**config.mk**
```make
export PLATFORM = sky130hd
export DESIGN_NAME = chunked_sine_tone_generator
export DESIGN_NICKNAME = d
export VERILOG_FILES = /design/src/sv/cstg_pkg.sv /design/src/sv/chunked_sine_tone_generator.sv /design/src/sv/cstg_div.sv /design/src/sv/cstg_cordic.sv
export SDC_FILE = /design/constraint.sdc
export NUM_CORES = 2
export LEC_CHECK = 0
export ABC_AREA = 1
export CAP_MARGIN = 10
export CELL_PAD_IN_SITES_DETAIL_PLACEMENT = 1
export CELL_PAD_IN_SITES_GLOBAL_PLACEMENT = 1
export CORE_MARGIN = 4
export CORE_UTILIZATION = 47
export DETAILED_ROUTE_END_ITERATION = 8
export DONT_BUFFER_PORTS = 1
export PLACE_DENSITY_LB_ADDON = 0.3
export RECOVER_POWER = 50
export SYNTH_ARGS = -nofsm -noshare
export SYNTH_HDL_FRONTEND = slang
export SYNTH_SLANG_ARGS = --single-unit
```
**constraint.sdc**
```tcl
create_clock -name aclk -period 4.9 [get_ports aclk]
set_input_delay 0.245 -clock aclk [delete_from_list [all_inputs] [get_ports aclk]]
set_output_delay 0.245 -clock aclk [all_outputs]
set_load 0.01 [all_outputs]
```
**src/sv/cstg_pkg.sv**
```systemverilog
// ----------------------------------------------------------------------------
// cstg_pkg: shared types and constants of the chunked sine tone generator
//
// Field widths, register indexes, reset values and the CORDIC arctangent
// table in binary-angle units.
// ----------------------------------------------------------------------------
package cstg_pkg;

    localparam int FREQ_W    = 20;
    localparam int LEN_W     = 32;
    localparam int CHUNK_W   = 7;
    localparam int IDX_W     = 6;
    localparam int ANGLE_W   = 32;
    localparam int CORDIC_W  = 34;
    localparam int CFG_W     = 32;
    localparam int CFG_ADDR_W = 4;

    localparam logic [1:0] REG_TONE_FREQ     = 2'd0;
    localparam logic [1:0] REG_SMP_RATE      = 2'd1;
    localparam logic [1:0] REG_STREAM_LENGTH = 2'd2;
    localparam logic [1:0] REG_CHUNK_LEN     = 2'd3;

    localparam logic [FREQ_W-1:0]  TONE_FREQ_RST     = 20'd0;
    localparam logic [FREQ_W-1:0]  SMP_RATE_RST      = 20'd48000;
    localparam logic [LEN_W-1:0]   STREAM_LENGTH_RST = 32'd0;
    localparam logic [CHUNK_W-1:0] CHUNK_LEN_RST     = 7'd64;

    // CORDIC gain compensation 0.60725 in Q4.30.
    localparam logic signed [CORDIC_W-1:0] CORDIC_X0 = 34'sd652032874;

    // Status of an iterative unit: busy while stepping, done once the
    // result is held, until the next start.
    typedef struct packed {
        logic busy;
        logic done;
    } unit_stat_t;

    // round(atan(2^-i) * 2^32 / (2*pi))
    function automatic logic [ANGLE_W-1:0] atan_turn(input logic [4:0] idx);
        logic [ANGLE_W-1:0] v;
        case (idx)
            5'd0:    v = 32'h20000000;
            5'd1:    v = 32'h12E4051E;
            5'd2:    v = 32'h09FB385B;
            5'd3:    v = 32'h051111D4;
            5'd4:    v = 32'h028B0D43;
            5'd5:    v = 32'h0145D7E1;
            5'd6:    v = 32'h00A2F61E;
            5'd7:    v = 32'h00517C55;
            5'd8:    v = 32'h0028BE53;
            5'd9:    v = 32'h00145F2F;
            5'd10:   v = 32'h000A2F98;
            5'd11:   v = 32'h000517CC;
            5'd12:   v = 32'h00028BE6;
            5'd13:   v = 32'h000145F3;
            5'd14:   v = 32'h0000A2FA;
            5'd15:   v = 32'h0000517D;
            5'd16:   v = 32'h000028BE;
            5'd17:   v = 32'h0000145F;
            5'd18:   v = 32'h00000A30;
            5'd19:   v = 32'h00000518;
            5'd20:   v = 32'h0000028C;
            5'd21:   v = 32'h00000146;
            5'd22:   v = 32'h000000A3;
            5'd23:   v = 32'h00000051;
            default: v = 32'h00000000;
        endcase
        return v;
    endfunction

endpackage

```
**src/sv/chunked_sine_tone_generator.sv**
```systemverilog
// ----------------------------------------------------------------------------
// chunked_sine_tone_generator: chunked sine tone source
//
// Each request word produces one chunk of sine samples from a phase
// accumulator through an iterative CORDIC unit.
// ----------------------------------------------------------------------------
// Each request word on the slave stream asks for the next chunk of up to
// the configured chunk length in samples (capped at CHUNK_MAX); restart in
// s_tdata bit 0 first clears the phase and reloads the stream length. The
// samples of a chunk come one after another from the single CORDIC unit,
// which does one micro-rotation per cycle for every sample. A restart first
// runs the bit-serial phase step division, and the sample stream holding
// tready low on a waiting word stalls the generator. The master stream
// carries the sample and its index, tlast on the final word of the chunk,
// and tuser flags for end of stream and the empty chunk. The next request is
// taken while the final word of the previous chunk still waits. Configuration
// is written over the APB port; the user must write it only while the block
// is idle, as the block itself does not enforce this.
// ----------------------------------------------------------------------------
module chunked_sine_tone_generator
    import cstg_pkg::*;
#(
    parameter int CHUNK_MAX    = 64,
    parameter int PHASE_BITS   = 32,
    parameter int SAMPLE_BITS  = 16,
    parameter int CORDIC_ITERS = 16
) (
    input  logic                  aclk,
    input  logic                  aresetn,
    // Request stream.
    input  logic                  s_tvalid,
    output logic                  s_tready,
    input  logic [7:0]            s_tdata,   // [0] restart
    // Sample stream.
    output logic                  m_tvalid,
    input  logic                  m_tready,
    output logic [((SAMPLE_BITS+IDX_W+7)/8)*8-1:0] m_tdata, // sample, sample_index
    output logic                  m_tlast,
    output logic [1:0]            m_tuser,   // [0] end_of_stream, [1] empty_res
    // Configuration.
    input  logic                  psel,
    input  logic                  penable,
    input  logic                  pwrite,
    input  logic [CFG_ADDR_W-1:0] paddr,
    input  logic [CFG_W-1:0]      pwdata,
    output logic [CFG_W-1:0]      prdata,
    output logic                  pready
);

    localparam int TDATA_W = ((SAMPLE_BITS + IDX_W + 7) / 8) * 8;

    typedef enum logic [5:0] {
        ST_IDLE  = 6'b000001,
        ST_DIV   = 6'b000010,
        ST_PREP  = 6'b000100,
        ST_EMPTY = 6'b001000,
        ST_START = 6'b010000,
        ST_RUN   = 6'b100000
    } state_t;

    state_t state_reg, state_next;

    logic [FREQ_W-1:0]  tone_freq_reg;
    logic [FREQ_W-1:0]  smp_rate_reg;
    logic [LEN_W-1:0]   stream_length_reg;
    logic [CHUNK_W-1:0] chunk_len_reg;

    logic [PHASE_BITS-1:0] phase_acc_reg, phase_acc_next;
    logic [PHASE_BITS-1:0] phase_step_reg, phase_step_next;
    logic [LEN_W-1:0]      remaining_reg, remaining_next;
    logic [CHUNK_W-1:0]    n_reg, n_next;
    logic [CHUNK_W-1:0]    cnt_reg, cnt_next;
    logic                  eos_reg, eos_next;

    logic                          out_valid_reg, out_valid_next;
    logic signed [SAMPLE_BITS-1:0] out_sample_reg, out_sample_next;
    logic [IDX_W-1:0]              out_index_reg, out_index_next;
    logic                          out_last_reg, out_last_next;
    logic                          out_eos_reg, out_eos_next;
    logic                          out_empty_reg, out_empty_next;

    logic                          div_start;
    logic [PHASE_BITS-1:0]         div_quot;
    unit_stat_t                    div_stat;
    logic                          cor_start;
    logic signed [SAMPLE_BITS-1:0] cor_sine;
    unit_stat_t                    cor_stat;

    logic               s_accept;
    logic               out_free;
    logic               cfg_write;
    logic [CHUNK_W-1:0] cs;
    logic [CHUNK_W-1:0] n_calc;
    logic [LEN_W-1:0]   rem_after;
    logic               last_sample;

    cstg_div #(
        .PHASE_BITS(PHASE_BITS)
    ) u_div (
        .aclk   (aclk),
        .aresetn(aresetn),
        .start  (div_start),
        .freq   (tone_freq_reg),
        .rate   (smp_rate_reg),
        .quot   (div_quot),
        .stat   (div_stat)
    );

    cstg_cordic #(
        .PHASE_BITS  (PHASE_BITS),
        .SAMPLE_BITS (SAMPLE_BITS),
        .CORDIC_ITERS(CORDIC_ITERS)
    ) u_cordic (
        .aclk   (aclk),
        .aresetn(aresetn),
        .start  (cor_start),
        .phase  (phase_acc_reg),
        .sine   (cor_sine),
        .stat   (cor_stat)
    );

    // Configuration port.
    assign pready    = 1'b1;
    assign cfg_write = psel & penable & pwrite & pready;

    always_comb begin
        unique case (paddr[3:2])
            REG_TONE_FREQ:     prdata = CFG_W'(tone_freq_reg);
            REG_SMP_RATE:      prdata = CFG_W'(smp_rate_reg);
            REG_STREAM_LENGTH: prdata = CFG_W'(stream_length_reg);
            REG_CHUNK_LEN:     prdata = CFG_W'(chunk_len_reg);
            default:           prdata = '0;
        endcase
    end

    always_ff @(posedge aclk) begin
        if (!aresetn) begin
            tone_freq_reg     <= TONE_FREQ_RST;
            smp_rate_reg      <= SMP_RATE_RST;
            stream_length_reg <= STREAM_LENGTH_RST;
            chunk_len_reg     <= CHUNK_LEN_RST;
        end else if (cfg_write) begin
            unique case (paddr[3:2])
                REG_TONE_FREQ:     tone_freq_reg     <= pwdata[FREQ_W-1:0];
                REG_SMP_RATE:      smp_rate_reg      <= pwdata[FREQ_W-1:0];
                REG_STREAM_LENGTH: stream_length_reg <= pwdata[LEN_W-1:0];
                REG_CHUNK_LEN:     chunk_len_reg     <= pwdata[CHUNK_W-1:0];
                default: ;
            endcase
        end
    end

    // Chunk length: configured length capped at CHUNK_MAX, then at what remains.
    assign cs        = (chunk_len_reg > CHUNK_W'(CHUNK_MAX)) ? CHUNK_W'(CHUNK_MAX)
                                                             : chunk_len_reg;
    assign n_calc    = (LEN_W'(cs) < remaining_reg) ? cs : CHUNK_W'(remaining_reg);
    assign rem_after = remaining_reg - LEN_W'(n_calc);

    assign s_tready    = (state_reg == ST_IDLE);
    assign s_accept    = s_tvalid & s_tready;
    assign out_free    = !out_valid_reg || m_tready;
    assign last_sample = ((cnt_reg + CHUNK_W'(1)) == n_reg);

    always_comb begin
        state_next      = state_reg;
        phase_acc_next  = phase_acc_reg;
        phase_step_next = phase_step_reg;
        remaining_next  = remaining_reg;
        n_next          = n_reg;
        cnt_next        = cnt_reg;
        eos_next        = eos_reg;
        out_valid_next  = out_valid_reg & ~m_tready;
        out_sample_next = out_sample_reg;
        out_index_next  = out_index_reg;
        out_last_next   = out_last_reg;
        out_eos_next    = out_eos_reg;
        out_empty_next  = out_empty_reg;
        div_start       = 1'b0;
        cor_start       = 1'b0;
        unique case (state_reg)
            ST_IDLE: begin
                if (s_accept) begin
                    if (s_tdata[0]) begin
                        phase_acc_next = '0;
                        remaining_next = stream_length_reg;
                        div_start      = 1'b1;
                        state_next     = ST_DIV;
                    end else begin
                        state_next = ST_PREP;
                    end
                end
            end
            ST_DIV: begin
                if (div_stat.done) begin
                    phase_step_next = div_quot;
                    state_next      = ST_PREP;
                end
            end
            ST_PREP: begin
                n_next         = n_calc;
                remaining_next = rem_after;
                eos_next       = (rem_after == '0);
                cnt_next       = '0;
                state_next     = (n_calc == '0) ? ST_EMPTY : ST_START;
            end
            ST_EMPTY: begin
                if (out_free) begin
                    out_valid_next  = 1'b1;
                    out_sample_next = '0;
                    out_index_next  = '0;
                    out_last_next   = 1'b1;
                    out_eos_next    = eos_reg;
                    out_empty_next  = 1'b1;
                    state_next      = ST_IDLE;
                end
            end
            ST_START: begin
                cor_start  = 1'b1;
                state_next = ST_RUN;
            end
            ST_RUN: begin
                if (cor_stat.done && out_free) begin
                    out_valid_next  = 1'b1;
                    out_sample_next = cor_sine;
                    out_index_next  = cnt_reg[IDX_W-1:0];
                    out_last_next   = last_sample;
                    out_eos_next    = eos_reg;
                    out_empty_next  = 1'b0;
                    phase_acc_next  = phase_acc_reg + phase_step_reg;
                    cnt_next        = cnt_reg + CHUNK_W'(1);
                    state_next      = last_sample ? ST_IDLE : ST_START;
                end
            end
            default: state_next = ST_IDLE;
        endcase
    end

    always_ff @(posedge aclk) begin
        if (!aresetn) begin
            state_reg      <= ST_IDLE;
            phase_acc_reg  <= '0;
            phase_step_reg <= '0;
            remaining_reg  <= '0;
            n_reg          <= '0;
            cnt_reg        <= '0;
            eos_reg        <= 1'b0;
            out_valid_reg  <= 1'b0;
        end else begin
            state_reg      <= state_next;
            phase_acc_reg  <= phase_acc_next;
            phase_step_reg <= phase_step_next;
            remaining_reg  <= remaining_next;
            n_reg          <= n_next;
            cnt_reg        <= cnt_next;
            eos_reg        <= eos_next;
            out_valid_reg  <= out_valid_next;
        end
        out_sample_reg <= out_sample_next;
        out_index_reg  <= out_index_next;
        out_last_reg   <= out_last_next;
        out_eos_reg    <= out_eos_next;
        out_empty_reg  <= out_empty_next;
    end

    assign m_tvalid = out_valid_reg;
    assign m_tdata  = TDATA_W'({out_index_reg, out_sample_reg});
    assign m_tlast  = out_last_reg;
    assign m_tuser  = {out_empty_reg, out_eos_reg};

`ifndef SYNTHESIS
    // No request is taken while either arithmetic unit is still working.
    a_idle_units: assert property (@(posedge aclk) disable iff (!aresetn)
        s_tready |-> !(div_stat.busy || cor_stat.busy))
        else $error("request accepted while a unit is busy");

    // An empty chunk word is always the last one and carries a zero sample.
    a_empty_word: assert property (@(posedge aclk) disable iff (!aresetn)
        (m_tvalid && m_tuser[1]) |-> (m_tlast && (out_sample_reg == '0)))
        else $error("empty word without tlast or with a sample");

    // While samples are produced the count stays below the chunk length.
    a_count_range: assert property (@(posedge aclk) disable iff (!aresetn)
        ((state_reg == ST_RUN) || (state_reg == ST_START)) |-> (cnt_reg < n_reg))
        else $error("sample count beyond chunk length");

    // In the cycle after a request is taken, s_tready is low.
    a_one_request: assert property (@(posedge aclk) disable iff (!aresetn)
        s_accept |=> !s_tready)
        else $error("two requests in consecutive cycles");
`endif

endmodule

```
**src/sv/cstg_div.sv**
```systemverilog
// ----------------------------------------------------------------------------
// cstg_div: phase step divider
//
// Restoring long division of tone_freq * 2^PHASE_BITS by the sample rate, one
// quotient bit per cycle. Only the low PHASE_BITS quotient bits are kept.
// ----------------------------------------------------------------------------
module cstg_div
    import cstg_pkg::*;
#(
    parameter int PHASE_BITS = 32
) (
    input  logic                  aclk,
    input  logic                  aresetn,
    input  logic                  start,
    input  logic [FREQ_W-1:0]     freq,
    input  logic [FREQ_W-1:0]     rate,
    output logic [PHASE_BITS-1:0] quot,
    output unit_stat_t            stat
);

    localparam int STEPS = FREQ_W + PHASE_BITS;
    localparam int CNT_W = $clog2(STEPS + 1);

    logic [FREQ_W-1:0]     num_reg, num_next;
    logic [FREQ_W-1:0]     rem_reg, rem_next;
    logic [FREQ_W-1:0]     den_reg, den_next;
    logic [PHASE_BITS-1:0] q_reg, q_next;
    logic [CNT_W-1:0]      cnt_reg, cnt_next;
    logic                  busy_reg, busy_next;
    logic                  done_reg, done_next;
    logic                  zero_reg, zero_next;

    logic [FREQ_W:0] trial;
    logic [FREQ_W:0] diff;
    logic            ge;

    assign trial = {rem_reg, num_reg[FREQ_W-1]};
    assign diff  = trial - {1'b0, den_reg};
    assign ge    = (trial >= {1'b0, den_reg});

    always_comb begin
        num_next  = num_reg;
        rem_next  = rem_reg;
        den_next  = den_reg;
        q_next    = q_reg;
        cnt_next  = cnt_reg;
        busy_next = busy_reg;
        done_next = done_reg;
        zero_next = zero_reg;
        if (start) begin
            num_next  = freq;
            rem_next  = '0;
            den_next  = rate;
            q_next    = '0;
            cnt_next  = '0;
            busy_next = 1'b1;
            done_next = 1'b0;
            zero_next = (rate == '0);
        end else if (busy_reg) begin
            num_next = {num_reg[FREQ_W-2:0], 1'b0};
            rem_next = ge ? diff[FREQ_W-1:0] : trial[FREQ_W-1:0];
            q_next   = {q_reg[PHASE_BITS-2:0], ge};
            cnt_next = cnt_reg + CNT_W'(1);
            if (cnt_reg == CNT_W'(STEPS - 1)) begin
                busy_next = 1'b0;
                done_next = 1'b1;
            end
        end
    end

    always_ff @(posedge aclk) begin
        if (!aresetn) begin
            busy_reg <= 1'b0;
            done_reg <= 1'b0;
            cnt_reg  <= '0;
        end else begin
            busy_reg <= busy_next;
            done_reg <= done_next;
            cnt_reg  <= cnt_next;
        end
        num_reg  <= num_next;
        rem_reg  <= rem_next;
        den_reg  <= den_next;
        q_reg    <= q_next;
        zero_reg <= zero_next;
    end

    // A zero sample rate gives a zero step.
    assign quot      = zero_reg ? '0 : q_reg;
    assign stat.busy = busy_reg;
    assign stat.done = done_reg;

endmodule

```
**src/sv/cstg_cordic.sv**
```systemverilog
// ----------------------------------------------------------------------------
// cstg_cordic: iterative rotation-mode CORDIC sine
//
// Folds the phase into the right half plane, runs one micro-rotation per
// cycle, then rounds and saturates y to a Q1.(SAMPLE_BITS-1) sample.
// ----------------------------------------------------------------------------
module cstg_cordic
    import cstg_pkg::*;
#(
    parameter int PHASE_BITS   = 32,
    parameter int SAMPLE_BITS  = 16,
    parameter int CORDIC_ITERS = 16
) (
    input  logic                          aclk,
    input  logic                          aresetn,
    input  logic                          start,
    input  logic [PHASE_BITS-1:0]         phase,
    output logic signed [SAMPLE_BITS-1:0] sine,
    output unit_stat_t                    stat
);

    localparam int ITER_W = $clog2(CORDIC_ITERS);
    localparam int SH     = 31 - SAMPLE_BITS;
    localparam logic signed [CORDIC_W-1:0] RND = CORDIC_W'(64'd1 << (SH - 1));
    localparam logic signed [CORDIC_W-1:0] LIM =
        CORDIC_W'((64'd1 << (SAMPLE_BITS - 1)) - 64'd1);

    logic [ANGLE_W-1:0] angle;
    logic [ANGLE_W-1:0] angle_fold;
    logic               fold;

    if (PHASE_BITS <= ANGLE_W) begin : g_align_up
        assign angle = ANGLE_W'(64'(phase) << (ANGLE_W - PHASE_BITS));
    end else begin : g_align_down
        assign angle = ANGLE_W'(64'(phase) >> (PHASE_BITS - ANGLE_W));
    end

    // Second and third quadrants move by half a turn; bit 31 flips.
    assign fold       = angle[ANGLE_W-1] ^ angle[ANGLE_W-2];
    assign angle_fold = fold ? {~angle[ANGLE_W-1], angle[ANGLE_W-2:0]} : angle;

    logic signed [CORDIC_W-1:0]    x_reg, x_next;
    logic signed [CORDIC_W-1:0]    y_reg, y_next;
    logic signed [CORDIC_W-1:0]    z_reg, z_next;
    logic [ITER_W-1:0]             iter_reg, iter_next;
    logic                          neg_reg, neg_next;
    logic                          busy_reg, busy_next;
    logic                          fin_reg, fin_next;
    logic                          done_reg, done_next;
    logic signed [SAMPLE_BITS-1:0] res_reg, res_next;

    logic signed [CORDIC_W-1:0] dx, dy, da;
    logic signed [CORDIC_W-1:0] t_rnd, t_sat;

    assign dx = y_reg >>> iter_reg;
    assign dy = x_reg >>> iter_reg;
    assign da = $signed({2'b00, atan_turn(5'(iter_reg))});

    always_comb begin
        t_rnd = (y_reg + RND) >>> SH;
        if (t_rnd > LIM) begin
            t_sat = LIM;
        end else if (t_rnd < -LIM) begin
            t_sat = -LIM;
        end else begin
            t_sat = t_rnd;
        end
    end

    always_comb begin
        x_next    = x_reg;
        y_next    = y_reg;
        z_next    = z_reg;
        iter_next = iter_reg;
        neg_next  = neg_reg;
        busy_next = busy_reg;
        fin_next  = 1'b0;
        done_next = done_reg;
        res_next  = res_reg;
        if (start) begin
            x_next    = CORDIC_X0;
            y_next    = '0;
            z_next    = $signed({{(CORDIC_W-ANGLE_W){angle_fold[ANGLE_W-1]}}, angle_fold});
            iter_next = '0;
            neg_next  = fold;
            busy_next = 1'b1;
            done_next = 1'b0;
        end else if (busy_reg) begin
            if (!z_reg[CORDIC_W-1]) begin
                x_next = x_reg - dx;
                y_next = y_reg + dy;
                z_next = z_reg - da;
            end else begin
                x_next = x_reg + dx;
                y_next = y_reg - dy;
                z_next = z_reg + da;
            end
            iter_next = iter_reg + ITER_W'(1);
            if (iter_reg == ITER_W'(CORDIC_ITERS - 1)) begin
                busy_next = 1'b0;
                fin_next  = 1'b1;
            end
        end else if (fin_reg) begin
            res_next  = SAMPLE_BITS'(neg_reg ? -t_sat : t_sat);
            done_next = 1'b1;
        end
    end

    always_ff @(posedge aclk) begin
        if (!aresetn) begin
            busy_reg <= 1'b0;
            fin_reg  <= 1'b0;
            done_reg <= 1'b0;
            iter_reg <= '0;
        end else begin
            busy_reg <= busy_next;
            fin_reg  <= fin_next;
            done_reg <= done_next;
            iter_reg <= iter_next;
        end
        x_reg   <= x_next;
        y_reg   <= y_next;
        z_reg   <= z_next;
        neg_reg <= neg_next;
        res_reg <= res_next;
    end

    assign sine      = res_reg;
    assign stat.busy = busy_reg | fin_reg;
    assign stat.done = done_reg;

endmodule
```
After elaboration in Yosys (flattened, before gate mapping)
Memory sizes are Yosys's and may differ from the RTL's. A register that Yosys moved wholly into a read port is not among the register bits.
Cells that the tools add are included.
{ "word_totals": {"reg_bits": 449, "mem_bits_ro": 480, "input_bits": 51, "out_inout_bits": 62, "elab_cells": 175, "mem_count": 1} }
{ "memory_table": {"columns": ["name", "depth", "word_bits", "read_ports", "rd_clocked_by_memory_dff", "write_ports", "line", "rtl"], "rows": [
  ["(no name shown)", 16, 30, 1, 1, 0, "cstg_pkg.sv:41", "case (idx)"]
]} }
{ "op_classes": {"addsub": 14, "magnitude_cmp": 5, "n_eq_ne": 17, "shift": 2, "muxes": 63, "n_bitwise": 10, "n_reduce_logical": 29} }
{ "op_table": {"columns": ["operator", "n"], "rows": [
  ["$mux W32", 7],
  ["$mux W34", 5],
  ["$pmux W32 S2", 2],
  ["$pmux W32 S4", 1],
  ["$mux W16", 5],
  ["$add A34 B34 Y34", 2],
  ["$sshr A34 B4 Y34", 2],
  ["$sub A34 B34 Y34", 2],
  ["$mux W20", 3],
  ["$mux W6", 6],
  ["$pmux W6 S6", 1],
  ["$add A34 B16 Y34 const B", 1],
  ["$add A34 B33 Y34", 1],
  ["$sub A34 B33 Y34", 1],
  ["$add A32 B32 Y32", 1],
  ["$logic_not A32 Y1", 1],
  ["$lt A7 B32 Y1", 1],
  ["$pmux W16 S2", 1],
  ["$sub A32 B7 Y32", 1],
  ["$ge A21 B20 Y1", 1],
  ["$mux W7", 3],
  ["$logic_not A20 Y1", 1],
  ["$sub A20 B20 Y20", 1],
  ["$gt A19 B16 Y1 const B", 1],
  ["other kinds (39)", 89]
]} }

Logic depth before layout (Yosys ltp)
{ "logic_depth": {"depth_word": 7, "mapped_depth": 35, "ltp_nobuf": 34} }

By module
From an unflattened synthesis, not the netlist that was laid out.
{ "unflattened": {"hier_cells": 5413, "hier_area_um2": 35333.9} }
{ "modules_own_cells": {"columns": ["module", "instances", "cells_per_inst", "area_each_um2", "seq_area_each_um2"], "rows": [
  ["cstg_cordic", 1, 2988, 17932.2, 3633.5],
  ["chunked_sine_tone_generator", 1, 1688, 11851.4, 4694.5],
  ["cstg_div", 1, 737, 5550.3, 2432.3]
]} }

Least setup slack after synthesis
Ideal clock, no wire load.
{ "synth_path": {"kind": "reg2reg", "startpoint": "register chunk_len_reg[6]", "endpoint": "register eos_reg", "setup_time_ns": 0.070, "arrival_ns": 4.015, "path_slack_ns": 0.815, "path_stages_with_launch": 34, "period_less_slack_ns": 4.085, "cell_sequence": "dfxtp_1 clkbuf_1 nand2_1 nand2_1 inv_1 ha_1 a21oi_1 o21ai_0 nand4_1 o211ai_1 nand3_1 clkbuf_1 inv_1 nand2_1 nand2_1 inv_1 ha_1 fa_1 inv_1 nand3_1 nand2_1 a21oi_1 nor2_1 nor2_1 nand3_1 nor2_1 nand2_1 nand2_1 nand3_1 nor2_1 nand2_1 nor2_1 nand3_1 a21oi_1"} }
{ "synth_via": {"elab_chain_len": 6} }
{ "synth_lines": {"columns": ["item", "line", "rtl"], "rows": [
  ["start: declaration", "chunked_sine_tone_generator.sv:66", "logic [CHUNK_W-1:0] chunk_len_reg;"],
  ["start signal: assignment", "chunked_sine_tone_generator.sv:147", "REG_CHUNK_LEN: chunk_len_reg <= pwdata[CHUNK_W-1:0];"],
  ["$gt A7 B7 Y1", "chunked_sine_tone_generator.sv:154", "assign cs = (chunk_len_reg > CHUNK_W'(CHUNK_MAX)) ? CHUNK_W'(CHUNK_MAX)"],
  ["$mux W7 (*)", "chunked_sine_tone_generator.sv:154", null],
  ["$lt A7 B32 Y1", "chunked_sine_tone_generator.sv:156", "assign n_calc = (LEN_W'(cs) < remaining_reg) ? cs : CHUNK_W'(remaining_reg);"],
  ["$mux W7 (*)", "chunked_sine_tone_generator.sv:156", null],
  ["net n_calc[0]", "chunked_sine_tone_generator.sv:93", "logic [CHUNK_W-1:0] n_calc;"],
  ["$sub A32 B7 Y32 (*)", "chunked_sine_tone_generator.sv:157", "assign rem_after = remaining_reg - LEN_W'(n_calc);"],
  ["$logic_not A32 Y1 (*)", "chunked_sine_tone_generator.sv:202", "eos_next = (rem_after == '0);"],
  ["end signal: assignment", "chunked_sine_tone_generator.sv:255", "eos_reg <= eos_next;"],
  ["end: declaration", "chunked_sine_tone_generator.sv:73", "logic eos_reg, eos_next;"]
]} }
Mark *: on every way through the listed nets, which the timed path passes. The rest lies on a longest branch.
A chain may end at the register's enable or synchronous reset.

Worst setup path in the final report
{ "layout_path": {"startpoint": "register u_cordic.iter_reg[0]", "endpoint": "register u_cordic.y_reg[33]"} }
{ "layout_via": {"elab_chain_len": 3, "word_cells_on_any_way": 4} }
{ "layout_lines": {"columns": ["item", "line", "rtl"], "rows": [
  ["start: declaration", "cstg_cordic.sv:45", "logic [ITER_W-1:0] iter_reg, iter_next;"],
  ["start signal: assignment", "cstg_cordic.sv:119", "iter_reg <= iter_next;"],
  ["$sshr A34 B4 Y34 (*)", "cstg_cordic.sv:56", "assign dy = x_reg >>> iter_reg;"],
  ["$add A34 B34 Y34 / $sub A34 B34 Y34 (equally long branches)", "cstg_cordic.sv:91, cstg_cordic.sv:95", null],
  ["$mux W34 (*)", "cstg_cordic.sv:89", "if (!z_reg[CORDIC_W-1]) begin"],
  ["end signal: assignment", "cstg_cordic.sv:122", "y_reg <= y_next;"],
  ["end: declaration", "cstg_cordic.sv:43", "logic signed [CORDIC_W-1:0] y_reg, y_next;"]
]} }
Mark *: on every way between the ends. The rest lies on a longest branch, timed or not.

==> results.py <==
metrics = {
    "run_status": {
        "outcome": "finished, violations left",
        "failed_checks": "max-capacitance violations, max-slew violations",
    },
    "global_route": {
        "globalRouteTotalUtil": 0.291,
        "grt_pass1_vias": 35916,
        "grt_overflow": 0,
        "maximum_number_of_pins_on_one_net_before_global_route_repair": 92,
        "antenna_found_initial": 1,
        "first_pass_grt_wire_length_um": 186000,
    },
    "logic_synthesis": {
        "number_of_instances_in_the_synthesized_netlist": 5146,
        "ys_warnings": 0,
        "postSynthRegisterBits": 479,
        "synthFlopType": "sky130_fd_sc_hd__dfxtp_1",
        "synthArstFlopShare": 0,
        "netlist_area_sq_mm": 0.0341,
        "postSynthAreaPerCell_sq_um": 6.63,
        "synth_edf_count": 117,
        "synth_cell_types": 58,
        "seq_area_frac_synth": 0.315,
    },
    "finish": {
        "area_growth_syn_to_layout_pct": 11.3,
        "fin_nets": 5369,
        "post-route-cell-area_sq_mm": 0.0380,
        "final_util": 0.529,
        "drive_above_1_share": 0.0639,
        "layoutNonFillerInstCount": 6132,
    },
    "timing": {
        "layout_worst_path_cycle_share": 0.942,
        "final-max-slew-violation-count": 274,
        "tightestPinTransition_ns": 3.93,
        "finalClockSkew_ns": 0.0754,
        "max_slew_margin": -1.62,
        "min_period_ns": 4.61,
        "final_hold_viol_count": 0,
        "rsz0062_at_grt": "true",
        "max_clock_freq_mhz": 217,
        "finalSetupViolations": 0,
        "finalSetupTns_ns": 0,
    },
    "clock_tree": {
        "clock_sinks": 479,
        "tritoncts": "built",
        "cts.htree.levels": 2,
        "cts_buffer_depth": 3,
        "insertion_delay_ns": 0.67,
        "cts.reportedPaths.clkPinSlew_ns": 0.06,
        "cts_root_buf": "sky130_fd_sc_hd__clkbuf_16",
        "cts_made_buffers": 55,
    },
    "routing": {
        "detail_route.wl_per_cell_um": 19.3,
        "met2RoutedLength_um": 56400,
        "detailroute.wirelength.met3_um": 5850,
        "drt_iter0_markers": 2169,
        "vias_per_cell": 5.76,
        "route.top_layer_used": "met4",
        "post_route_ant_nets": 0,
        "vias": 35331,
        "wl_met1_um": 52500,
        "drc": 0,
        "final_wl_um": 118000,
        "firstDrtPassIters": 5,
    },
    "floorplanning": {
        "initial_utilization": 0.476,
        "floorplan.die.width_um": 277,
        "design.die.area_sq_mm": 0.0770,
        "chipHeight_um": 277,
        "placementRows": 98,
        "io-pin-count": 113,
        "fp.coreArea_sq_mm": 0.0717,
    },
    "pwr": {
        "seq_power_share": 0.230,
        "combPwrFrac": 0.582,
        "total_leakage_power_nw": 17.1,
        "power-per-cell-area_mw_per_mm2": 625,
        "netSwitchingFraction": 0.490,
        "total_power_mw": 23.7,
        "intPower_mw": 12.1,
        "p_clk_frac": 0.187,
        "largest_voltage_drop_on_the_vdd_net_uv": 335,
        "p_sw_mw": 11.6,
    },
    "placed_design": {
        "placed_cells": 5967,
        "dp.final_hpwl_um": 85700,
        "dpl_cell_area_sq_mm": 0.0351,
        "gp_congestion": 0.891,
        "numPortBuffers": 0,
    },
    "setup_path": {
        "path_class": "register to register",
        "crit_top_cell": "sky130_fd_sc_hd__nor2_1",
        "worstSetupEndpointType": "register",
        "maximum_fanout_along_the_worst_path": 24,
        "critical_path_buf_inv_count": 8,
        "worst-endpoint-required_ns": 5.47,
        "crit_arrival_ns": 5.18,
        "worst_setup_path_start_kind": "register",
        "critical_path.slowest_cell": "sky130_fd_sc_hd__dfxtp_4",
        "slowest_delay_ns": 0.41,
        "critical-path-top-delay-family": "simple AND/OR/NAND/NOR gates",
    },
    "hold_path": {
        "hold_class": "primary input to register",
    },
    "run": {
        "maxCapViolations": 6,
    },
}
==> area by class of cell <==
class	instances	area, sq um
Tap cell	950	1190
Clock inverter	36	457
Timing Repair Buffer	133	1240
Multi-Input combinational cell	3877	20600
Sequential cell	479	10800
Inverter	588	2230
Fill cell	9547	33700
Clock buffer	68	1490
Antenna cell	1	2.50
==> kinds of logic after synthesis <==
family | Yosys count | synth area share
adder cells (fa/ha/maj) | 184 | 0.0688
flip-flops | 479 | 0.315
buffers and inverters | 792 | 0.0908
AND/OR/NAND/NOR | 2419 | 0.300
other | 2 | 0.000220
XOR/XNOR | 197 | 0.0506
AO/OA/AOI/OAI | 1073 | 0.175
==> cells in the mapped netlist, types with 4 or more instances <==
master / n / area (sq um)
sky130_fd_sc_hd__edfxtp_1: 117 / 3510
sky130_fd_sc_hd__buf_2: 28 / 140
sky130_fd_sc_hd__buf_4: 11 / 82.6
sky130_fd_sc_hd__o221ai_1: 15 / 131
sky130_fd_sc_hd__a21boi_0: 14 / 105
sky130_fd_sc_hd__or2_2: 30 / 188
sky130_fd_sc_hd__nand3_1: 476 / 2380
sky130_fd_sc_hd__nor2_4: 5 / 56.3
sky130_fd_sc_hd__nor3_1: 48 / 240
sky130_fd_sc_hd__inv_2: 8 / 30.0
sky130_fd_sc_hd__buf_6: 6 / 67.6
sky130_fd_sc_hd__a22oi_1: 4 / 30.0
sky130_fd_sc_hd__o21a_1: 12 / 90.1
sky130_fd_sc_hd__a31oi_1: 47 / 294
sky130_fd_sc_hd__o21ai_1: 17 / 85.1
sky130_fd_sc_hd__a221oi_1: 11 / 96.3
sky130_fd_sc_hd__nand2_1: 1194 / 4480
sky130_fd_sc_hd__xnor2_1: 57 / 499
sky130_fd_sc_hd__fa_1: 6 / 120
sky130_fd_sc_hd__nand2_2: 13 / 81.3
sky130_fd_sc_hd__nand4_1: 56 / 350
sky130_fd_sc_hd__clkbuf_1: 129 / 484
sky130_fd_sc_hd__o211ai_1: 48 / 360
sky130_fd_sc_hd__xor2_1: 140 / 1230
sky130_fd_sc_hd__nor2_2: 9 / 56.3
sky130_fd_sc_hd__buf_1: 30 / 113
sky130_fd_sc_hd__o31ai_1: 8 / 60.1
sky130_fd_sc_hd__a21o_1: 15 / 113
sky130_fd_sc_hd__nor2_1: 544 / 2040
sky130_fd_sc_hd__o21bai_1: 27 / 203
sky130_fd_sc_hd__a21oi_1: 455 / 2280
sky130_fd_sc_hd__o21ai_0: 347 / 1740
sky130_fd_sc_hd__nand3b_1: 9 / 67.6
sky130_fd_sc_hd__o22ai_1: 33 / 206
sky130_fd_sc_hd__ha_1: 178 / 2230
sky130_fd_sc_hd__dfxtp_1: 362 / 7250
sky130_fd_sc_hd__nor4_1: 19 / 119
sky130_fd_sc_hd__a211oi_1: 9 / 67.6
sky130_fd_sc_hd__inv_1: 577 / 2170
==> metal layers <==
metal | global-route usage | vias to the layer above
met4 | 0.0914 | 0
met5 | 0 | -
met1 | 0.379 | 17155
met2 | 0.501 | 838
li1 | - | 17109
met3 | 0.0385 | 229
==> worst register-to-register path, delay by kind of cell, from the launching register on <==
| kind | cells | cell delay [ns] |
|---|---|---|
| adder cells (fa/ha/maj) | 1 | 0.41 |
| AND/OR/NAND/NOR | 16 | 2.22 |
| buffers and inverters | 8 | 0.98 |
| flip-flops | 1 | 0.41 |
| XOR/XNOR | 1 | 0.11 |
| AO/OA/AOI/OAI | 3 | 0.45 |
==> per-stage QoR <==
step | hold WS (ns) | setup slack (ns)
floorplan | 0.358 | 0.815
global placement | 0.351 | 0.0878
detailed placement | 0.356 | 0.0111
CTS | 0.0438 | 0.0365
global route | 0.0988 | -0.176
finish | 0.0913 | 0.285
==> what timing repair did <==
item                                    CTS  global route
hold buffers                             45             0
endpoints found under the hold margin   100             0
endpoints found under the setup margin    1            41
buffers inserted                          0            11
cloned                                    0             4
resized for setup                         1           103
pin swaps                                 0            17
==> worst paths after layout <==
check,from,slack [ns],end,cells after the start
setup / recovery,u_cordic.iter_reg[0]$_SDFFE_PP0P_,0.29,u_cordic.y_reg[33]$_SDFFE_PP0P_,29
hold / removal,aresetn,0.09,u_cordic.iter_reg[1]$_SDFFE_PP0P_,4
setup reg to reg,u_cordic.iter_reg[0]$_SDFFE_PP0P_,0.29,u_cordic.y_reg[33]$_SDFFE_PP0P_,29
hold reg to reg,eos_reg$_SDFFE_PN0P_,0.45,out_eos_reg$_DFFE_PP_,0
==> layout by cell type (no fill, tap or decap), types with 33 or more instances in the layout <==
cell and count:
sky130_fd_sc_hd__a21oi_1 447, sky130_fd_sc_hd__a31oi_1 45, sky130_fd_sc_hd__buf_4 66, sky130_fd_sc_hd__clkbuf_16 58
sky130_fd_sc_hd__dfxtp_1 357, sky130_fd_sc_hd__dlygate4sd3_1 44, sky130_fd_sc_hd__edfxtp_1 117, sky130_fd_sc_hd__ha_1 169
sky130_fd_sc_hd__inv_1 571, sky130_fd_sc_hd__nand2_1 1188, sky130_fd_sc_hd__nand3_1 471, sky130_fd_sc_hd__nand4_1 56
sky130_fd_sc_hd__nor2_1 525, sky130_fd_sc_hd__nor3_1 48, sky130_fd_sc_hd__o211ai_1 48, sky130_fd_sc_hd__o21ai_0 336
sky130_fd_sc_hd__o22ai_1 33, sky130_fd_sc_hd__xnor2_1 57, sky130_fd_sc_hd__xor2_1 138
==> power by group through the flow <==
stage	combinational, mW	sequential [mW]	clock [mW]
detailed placement	12.8	5.50	0
floorplan	9.64	5.20	0
global route	15.5	5.52	4.69
global placement	12.3	5.48	0
finish	13.8	5.47	4.44
CTS	13.0	5.43	4.52
Note: power is estimated with default switching activity, not from simulation.
